**src/hdl/dffv_pkg.sv**
```systemverilog
// ----------------------------------------------------------------------------
// dffv_pkg
// shared constants, codes and the result record of the frame validator
// ----------------------------------------------------------------------------
package dffv_pkg;

	localparam int LENGTH_WIDTH = 12;
	localparam int OFF_W        = 13;
	localparam int CFG_W        = 12;
	localparam int CMP_W        = (LENGTH_WIDTH + 1 > OFF_W) ? LENGTH_WIDTH + 1 : OFF_W;

	localparam logic [CFG_W-1:0] MAX_LEN_RESET = CFG_W'(2048);

	localparam logic [7:0] BYTE_FF = 8'hff;
	localparam logic [7:0] BYTE_EF = 8'hef;
	localparam logic [7:0] BYTE_FD = 8'hfd;

	localparam logic [1:0] FUNC_DATA  = 2'd0;
	localparam logic [1:0] FUNC_OPEN  = 2'd1;
	localparam logic [1:0] FUNC_CLOSE = 2'd2;

	localparam logic [2:0] ST_OK        = 3'd0;
	localparam logic [2:0] ST_BAD_HDR   = 3'd1;
	localparam logic [2:0] ST_TOO_LARGE = 3'd2;
	localparam logic [2:0] ST_BAD_START = 3'd3;
	localparam logic [2:0] ST_BAD_TAIL  = 3'd4;
	localparam logic [2:0] ST_TOO_SHORT = 3'd5;

	typedef struct packed {
		logic [2:0]  status;
		logic        format_b;
		logic [12:0] frame_length;
		logic        is_heartbeat;
		logic [7:0]  total_frames;
		logic [7:0]  frame_number;
	} dffv_result_t;

endpackage

```
**src/hdl/dual_format_frame_validator.sv**
```systemverilog
// ----------------------------------------------------------------------------
// dual_format_frame_validator
// checks session byte streams framed in either of two header formats
// ----------------------------------------------------------------------------
// Takes one beat per clock cycle when the output is not stalled. A beat sits
// in an input register while the session state is checked and updated,
// and any result lands in the output register, from which it is offered on
// the output. Beats that produce no result never wait on the output side;
// a beat that produces a result waits only while the output register still
// holds an untaken result.
module dual_format_frame_validator import dffv_pkg::*; (
	input  logic             clk,
	input  logic             arst_n,
	input  logic             cfg_we,
	input  logic [CFG_W-1:0] cfg_wdata,     // length limit
	input  logic             s_tvalid,
	output logic             s_tready,
	input  logic [7:0]       s_tdata,       // data_byte
	input  logic [1:0]       s_tuser,       // func
	output logic             m_tvalid,
	input  logic             m_tready,
	output logic [31:0]      m_tdata,       // format_b, frame_length, is_heartbeat,
	                                        // total_frames, frame_number, zero pad
	output logic [2:0]       m_tuser        // status
);

	logic [CFG_W-1:0] max_len_q;
	logic             valid_s1;
	logic [1:0]       func_s1;
	logic [7:0]       byte_s1;
	logic             out_valid_q;
	dffv_result_t     out_q;

	logic             res_valid;
	dffv_result_t     res;
	logic             out_free;
	logic             advance;

	assign out_free = !out_valid_q || m_tready;
	assign advance  = valid_s1 && (!res_valid || out_free);
	assign s_tready = !valid_s1 || advance;

	always_ff @(posedge clk or negedge arst_n) begin
		if (!arst_n) begin
			max_len_q <= MAX_LEN_RESET;
		end else if (cfg_we) begin
			max_len_q <= cfg_wdata;
		end
	end

	always_ff @(posedge clk or negedge arst_n) begin
		if (!arst_n) begin
			valid_s1 <= 1'b0;
		end else if (s_tready) begin
			valid_s1 <= s_tvalid;
		end
	end

	always_ff @(posedge clk) begin
		if (s_tready && s_tvalid) begin
			func_s1 <= s_tuser;
			byte_s1 <= s_tdata;
		end
	end

	dffv_parser u_parser (
		.clk          (clk),
		.arst_n       (arst_n),
		.step         (advance),
		.func         (func_s1),
		.data_byte    (byte_s1),
		.len_limit    (max_len_q),
		.res_valid    (res_valid),
		.res          (res)
	);

	// output register
	always_ff @(posedge clk or negedge arst_n) begin
		if (!arst_n) begin
			out_valid_q <= 1'b0;
		end else if (advance && res_valid) begin
			out_valid_q <= 1'b1;
		end else if (m_tready) begin
			out_valid_q <= 1'b0;
		end
	end

	always_ff @(posedge clk) begin
		if (advance && res_valid) begin
			out_q <= res;
		end
	end

	assign m_tvalid = out_valid_q;
	assign m_tuser  = out_q.status;
	assign m_tdata  = {1'b0, out_q.frame_number, out_q.total_frames, out_q.is_heartbeat,
		out_q.frame_length, out_q.format_b};

endmodule

```
**src/hdl/dffv_parser.sv**
```systemverilog
// ----------------------------------------------------------------------------
// dffv_parser
// session state and per-beat header, length, start-byte and tail checks
// ----------------------------------------------------------------------------
module dffv_parser import dffv_pkg::*; (
	input  logic                clk,
	input  logic                arst_n,
	input  logic                step,
	input  logic [1:0]          func,
	input  logic [7:0]          data_byte,
	input  logic [CFG_W-1:0]    len_limit,
	output logic                res_valid,
	output dffv_result_t        res
);

	typedef enum logic [1:0] {
		MODE_DETECT,
		MODE_A,
		MODE_B,
		MODE_HALT
	} mode_t;

	mode_t                   mode_q, mode_d;
	logic [OFF_W-1:0]        off_q, off_d;
	logic [LENGTH_WIDTH-1:0] len_q, len_d;
	logic                    ovf_q, ovf_d;
	logic [7:0]              prev_q, prev_d;
	logic [7:0]              cnt_q, cnt_d;
	logic [7:0]              idx_q, idx_d;

	always_comb begin
		logic                    fail;
		logic                    done;
		logic [2:0]              st;
		logic [12:0]             flen;
		logic                    hb;
		logic [LENGTH_WIDTH-1:0] len_hi;
		logic                    ovf_hi;
		logic [CMP_W-1:0]        endoff;
		logic [CMP_W-1:0]        off_x;
		logic                    too_big;

		mode_d = mode_q;
		off_d  = off_q;
		len_d  = len_q;
		ovf_d  = ovf_q;
		prev_d = prev_q;
		cnt_d  = cnt_q;
		idx_d  = idx_q;
		fail   = 1'b0;
		done   = 1'b0;
		st     = ST_OK;
		flen   = '0;
		hb     = 1'b0;
		res_valid = 1'b0;

		// high length byte merged into the length
		ovf_hi = ((data_byte >> (LENGTH_WIDTH - 8)) != 8'd0);
		len_hi = len_q | (LENGTH_WIDTH'(data_byte) << 8);
		endoff = CMP_W'(len_q) + CMP_W'(7);
		off_x  = CMP_W'(off_q);
		too_big = 1'b0;

		case (func)
			FUNC_OPEN: begin
				mode_d = MODE_DETECT;
				off_d  = '0;
				len_d  = '0;
				ovf_d  = 1'b0;
				prev_d = '0;
				cnt_d  = '0;
				idx_d  = '0;
			end
			FUNC_CLOSE: begin
				if (mode_q != MODE_HALT && off_q != '0) begin
					res_valid = 1'b1;
					st = ST_TOO_SHORT;
				end
				mode_d = MODE_HALT;
				off_d  = '0;
			end
			FUNC_DATA: begin
				if (mode_q != MODE_HALT) begin
					prev_d = data_byte;
					off_d  = off_q + OFF_W'(1);
					case (mode_q)
						MODE_DETECT: begin
							if (off_q == OFF_W'(0)) begin
								if (data_byte != BYTE_FF && data_byte != BYTE_EF) begin
									fail = 1'b1;
									st = ST_BAD_HDR;
								end
							end else if (off_q == OFF_W'(1)) begin
								if (prev_q == BYTE_EF && data_byte == BYTE_EF) begin
									mode_d = MODE_B;
								end else if (!(prev_q == BYTE_FF && data_byte == BYTE_FF)) begin
									fail = 1'b1;
									st = ST_BAD_HDR;
								end
							end else begin
								if (data_byte != BYTE_FF) begin
									fail = 1'b1;
									st = ST_BAD_HDR;
								end else if (off_q >= OFF_W'(3)) begin
									mode_d = MODE_A;
								end
							end
						end
						MODE_A: begin
							if (off_q < OFF_W'(4)) begin
								// header bytes of later frames pass unchecked
							end else if (off_q == OFF_W'(4)) begin
								len_d = LENGTH_WIDTH'(data_byte);
								ovf_d = 1'b0;
							end else if (off_q == OFF_W'(5)) begin
								if (ovf_hi)
									ovf_d = 1'b1;
								else
									len_d = len_hi;
							end else if (off_q <= OFF_W'(7)) begin
								if (data_byte != 8'd0)
									ovf_d = 1'b1;
								if (off_q == OFF_W'(7)) begin
									too_big = ovf_q || (data_byte != 8'd0) ||
										(CMP_W'(len_q) > CMP_W'(len_limit));
									if (too_big) begin
										fail = 1'b1;
										st = ST_TOO_LARGE;
									end else if (len_q == '0) begin
										fail = 1'b1;
										st = ST_TOO_SHORT;
									end else if (len_q == LENGTH_WIDTH'(1)) begin
										done = 1'b1;
										flen = 13'd8;
										hb   = 1'b1;
									end
								end
							end else if ((off_q == OFF_W'(8) || off_q == OFF_W'(9)) &&
									data_byte != BYTE_EF) begin
								fail = 1'b1;
								st = ST_BAD_START;
							end else if (off_x >= endoff) begin
								if (data_byte != BYTE_FD) begin
									fail = 1'b1;
									st = ST_BAD_TAIL;
								end else begin
									done = 1'b1;
									flen = 13'(CMP_W'(len_q) + CMP_W'(8));
								end
							end
						end
						MODE_B: begin
							if (off_q < OFF_W'(2)) begin
								// header bytes of later frames pass unchecked
							end else if (off_q == OFF_W'(2)) begin
								cnt_d = data_byte;
							end else if (off_q == OFF_W'(3)) begin
								idx_d = data_byte;
							end else if (off_q == OFF_W'(4)) begin
								len_d = LENGTH_WIDTH'(data_byte);
								ovf_d = 1'b0;
							end else if (off_q == OFF_W'(5)) begin
								if (ovf_hi)
									ovf_d = 1'b1;
								else
									len_d = len_hi;
								too_big = ovf_q || ovf_hi ||
									(CMP_W'(len_hi) > CMP_W'(len_limit));
								if (too_big) begin
									fail = 1'b1;
									st = ST_TOO_LARGE;
								end
							end else if (off_x >= endoff) begin
								if (prev_q != BYTE_FD || data_byte != BYTE_FD) begin
									fail = 1'b1;
									st = ST_BAD_TAIL;
								end else begin
									done = 1'b1;
									flen = 13'(CMP_W'(len_q) + CMP_W'(8));
								end
							end
						end
						default: begin
						end
					endcase
					if (fail) begin
						res_valid = 1'b1;
						mode_d = MODE_HALT;
						off_d  = '0;
					end else if (done) begin
						res_valid = 1'b1;
						off_d  = '0;
					end
				end
			end
			default: begin
			end
		endcase

		res.status       = st;
		res.format_b     = (mode_q == MODE_B);
		res.frame_length = (st == ST_OK) ? flen : 13'd0;
		res.is_heartbeat = (st == ST_OK) && hb;
		res.total_frames = (st == ST_OK && mode_q == MODE_B) ? cnt_q : 8'd0;
		res.frame_number = (st == ST_OK && mode_q == MODE_B) ? idx_q : 8'd0;
	end

	always_ff @(posedge clk or negedge arst_n) begin
		if (!arst_n) begin
			mode_q <= MODE_DETECT;
			off_q  <= '0;
			len_q  <= '0;
			ovf_q  <= 1'b0;
			prev_q <= '0;
			cnt_q  <= '0;
			idx_q  <= '0;
		end else if (step) begin
			mode_q <= mode_d;
			off_q  <= off_d;
			len_q  <= len_d;
			ovf_q  <= ovf_d;
			prev_q <= prev_d;
			cnt_q  <= cnt_d;
			idx_q  <= idx_d;
		end
	end

endmodule
```
**config.mk**
```make
export PLATFORM = sky130hd
export DESIGN_NAME = dual_format_frame_validator
export DESIGN_NICKNAME = d
export VERILOG_FILES = /design/src/hdl/dffv_pkg.sv /design/src/hdl/dual_format_frame_validator.sv /design/src/hdl/dffv_parser.sv
export SDC_FILE = /design/constraint.sdc
export NUM_CORES = 1
export LEC_CHECK = 0
export BUFFER_PORTS_ARGS = -buffer_cell sky130_fd_sc_hd__buf_4
export CAP_MARGIN = 20
export CORE_AREA = 3 3 112 114
export CTS_BUF_LIST = sky130_fd_sc_hd__clkbuf_2
export DETAILED_ROUTE_END_ITERATION = 10
export DIE_AREA = 0 0 115 117
export PLACE_DENSITY_LB_ADDON = 0.1
export SLEW_MARGIN = 20
export SYNTH_ARGS = -nofsm -noshare
export SYNTH_HDL_FRONTEND = slang
export SYNTH_SLANG_ARGS = --single-unit
export TNS_END_PERCENT = 100
```
**constraint.sdc**
```tcl
create_clock -name clk -period 5.95 [get_ports clk]
set_input_delay 1.19 -clock clk [delete_from_list [all_inputs] [get_ports clk]]
set_output_delay 1.19 -clock clk [all_outputs]
set_load 0.05 [all_outputs]
```
==> metrics.md <==
| Metric | Value |
|---|---|
| Status | complete, no violations |
| Die ar. | around 0.013 mm² |
| Crit path time final | about 5.6 ns |
| Req. time, crit path | 4.76 ns |
| Type of the worst min-delay path | flip-flop to flip-flop |
| WHS Path Cells | 1 |
| Synth warn | 0 |
| Category of the most critical setup path | flip-flop to output port |
| DRC Markers | 0 |
| Clk root buf | clkbuf_2 |
| Pin count of the biggest net entering global routing | between 60 and 70 |
| Clk sinks | between 100 and 150 |
| Setup TNS | 0 ns |
| Final setup violating endpoints | 0 |
| Arrival time at the worst endpoint | roughly 4.4 ns |
| Mapped Area | 0.00635 mm² |
| Cell taking the most area after synthesis | dfrtp_1 |
| Rows | 39 |
| Synth top cells by count | 65 x dfrtp_1, 49 x nand2_1, 44 x edfxtp_1 |
| Routed Antenna Nets | 0 |
| Routed wire length | 15700 µm |
| Post-synth cell types | between 60 and 70 |
| Total Power | 1.72 mW |
| Clock Latency Late Sink | roughly 0.63 ns |
| Initial DRC count | 452 |
| Layout area overhead | 11.0% |
| Vias in the first global route | 4746 |
| Synth Register Bits | between 100 and 150 |
| H-tree Lvls | 3 |
| Worst Tran Pin Value | roughly 1.1 ns |
| P per Cell Area | around 240 mW/mm² |
| CP max FO | 5 |
| Fmax | between 150 and 200 MHz |
| Max_slew headroom | 0.253 |
| Initial antenna violation count | 0 |
| Share of the synthesized area in the top cell type | 0.256 |
| CTS Hold Bufs | 0 |
| RSZ-0062 raised after global routing | false |
| Synth Net Count | 689 |
| Register area | 0.00298 mm² |
| Ant diodes | 0 |
| Slew Viols, Final | 0 |
| Reg2Reg Depth | 16 |
| TritonCTS clock tree | yes |
| Mean Syn Cell Area | roughly 10 µm² |
| Multi-input logic area | between 0.003 and 0.004 mm² |
| Crit share post-route | 0.946 |
| Async SR Flop Fraction | 0.600 |
| Post-synth EDFFs | 44 |
| WL per Instance | approximately 19 µm |
| Crit-path slowest cell | dfrtp_2 |
| Clk_skew | between 0.02 and 0.03 ns |
| Max-cap violations | 0 |
| CTS Buf Count | 9 |
| Initial Utilization | 0.552 |
| Chip width | 115 µm |
| First-pass GRT wire length | between 20000 and 30000 µm |
| IO Pins | 64 |
| IO Port Bufs | 62 |
| Share of cells above drive strength 1 | 0.184 |
| Final hold vios | 0 |
| CP max stage delay | about 0.47 ns |
| Pleak | 3.20 nW |
| Clk slew on worst S/H paths | roughly 0.3 ns |
| Most common cell in the netlist | dfrtp_1 |
| Synth area leaders | dfrtp_1 26%, edfxtp_1 21%, ha_1 7.7% |
| Gpl congestion | about 0.91 |
| Placeable core region | approximately 0.012 mm² |
| CP Launch Type | flip-flop |
| Critical-path cell list | ha_1, and3_1, and3_1, nor2b_2, nand3_1, xor2_1, ha_1, nand4_1, o41ai_4, a21oi_1, o311ai_2, buf_4, o21ai_0, nand2_1, nand3_1, buf_4 |
| Total global routing track utilization | 0.240 |
| Vias/cell | 6.17 |
| Post-synthesis cell count | between 600 and 700 |
| Post-DP HPWL | 11500 µm |
| Fin nets | 740 |
| CP endpoint kind | output port |
| Sequential share of the synthesized area | 0.468 |
| Fillers | between 900 and 1k |
| Main flop type after synthesis | dfrtp_1 |
| Die Y | around 120 µm |
| 1st-pass router iterations | 5 |
| Grt ovf | 0 |
| Via count | between 5k and 6k |
| Worst VDD drop | roughly 0.0002 V |
| CTS max path bufs | 2 |
## state kept, by name, indices dropped and copies added (netlist names), 2 cells and up
signal           cells
func_s1              2
u_parser.off_q      13
byte_s1              8
u_parser.prev_q      8
u_parser.cnt_q       8
u_parser.idx_q       8
u_parser.len_q      12
max_len_q           12
m_tdata             31
m_tuser              3
u_parser.mode_q      2
## per-layer routing
layer | vias up | wire length [µm] | GRT usage
met5 | - | 0 | 0
met4 | 0 | 189 | 0.0649
met3 | 18 | 962 | 0.0622
met2 | 178 | 7310 | 0.373
met1 | 2487 | 7210 | 0.335
li1 | 2390 | - | -
## per-stage QoR
stage / setup WS (ns) / hold slack [ns] / utilization / instances / cell area, µm²
2_1_floorplan: 0.845 / 0.466 / - / 623 / 6350
3_3_place_gp: 0.593 / 0.480 / 0.599 / 803 / 6900
3_5_place_dp: 0.394 / 0.487 / 0.599 / 803 / 6900
4_1_cts: 0.0656 / 0.544 / 0.609 / 819 / 7020
5_1_grt: 0.0288 / 0.557 / 0.612 / 822 / 7050
6_report: 0.321 / 0.543 / 0.612 / 822 / 7050
## final timing paths
check                                        from           endpoint  slack [ns]
worst max-delay path            u_parser.len_q[3]           s_tready        0.32
min in group asynchronous                  arst_n  u_parser.idx_q[3]        0.62
worst max register to register  u_parser.len_q[3]  u_parser.len_q[5]        1.10
worst min register to register  u_parser.cnt_q[3]  u_parser.cnt_q[3]        0.54
worst min-delay path            u_parser.cnt_q[3]  u_parser.cnt_q[3]        0.54
max in group asynchronous                  arst_n  u_parser.len_q[4]        4.71
## final cells by class
class,instances,share of cell area
Inverter,32,0.0170
Sequential cell,110,0.422
Clock inverter,6,0.00710
Tap cell,143,0.0254
Timing Repair Buffer,70,0.0746
Clock buffer,10,0.00710
Multi-Input combinational cell,451,0.446
## power by group
| group | leakage, nW | switching [mW] | internal (mW) |
|---|---|---|---|
| clock | 0.0695 | 0.262 | 0.0655 |
| sequential | 1.27 | 0.0652 | 0.861 |
| combinational | 1.86 | 0.295 | 0.168 |
| total | 3.20 | 0.622 | 1.09 |
## layout by cell type, fill, tap and decap left out, types with 11 or more instances in the layout
cell	instances
buf_4	69
nand4_1	13
mux2_2	20
o21ai_0	30
and4_1	11
nand2b_1	14
nor2_1	34
ha_1	39
and3_1	39
edfxtp_1	44
a31oi_1	15
nand3_1	17
a21oi_1	29
inv_1	32
nand2_1	49
dfrtp_1	63
## cell families (layout without fill, tap and decap cells)
| group | count (synthesis) | count (layout) | synth area share |
|---|---|---|---|
| other | 1 | 1 | 0.000590 |
| adders and majority gates | 39 | 39 | 0.0768 |
| xor gates and xnor gates | 18 | 18 | 0.0248 |
| AOI/OAI and AO/OA | 127 | 127 | 0.135 |
| and+or+nand+nor | 241 | 241 | 0.210 |
| buffers and inverters | 62 | 118 | 0.0408 |
| muxes | 25 | 25 | 0.0439 |
| DFF | 110 | 110 | 0.468 |
## worst max-delay path: cells and delay by family, from the launching register on
kind | cells | cell delay (ns)
buffers and inverters | 2 | 0.39
adder cells (fa/ha/maj) | 2 | 0.49
XOR/XNOR | 1 | 0.17
AO/OA/AOI/OAI | 4 | 0.97
AND/OR/NAND/NOR | 7 | 1.30
flip-flops | 1 | 0.47
## what timing repair did
item | CTS | global route
setup buffers | 0 | 2
pin swaps | 0 | 1
gates resized for setup | 3 | 2
setup endpoints to repair | 1 | 1
No activity file was read; power rests on OpenSTA's default activity.
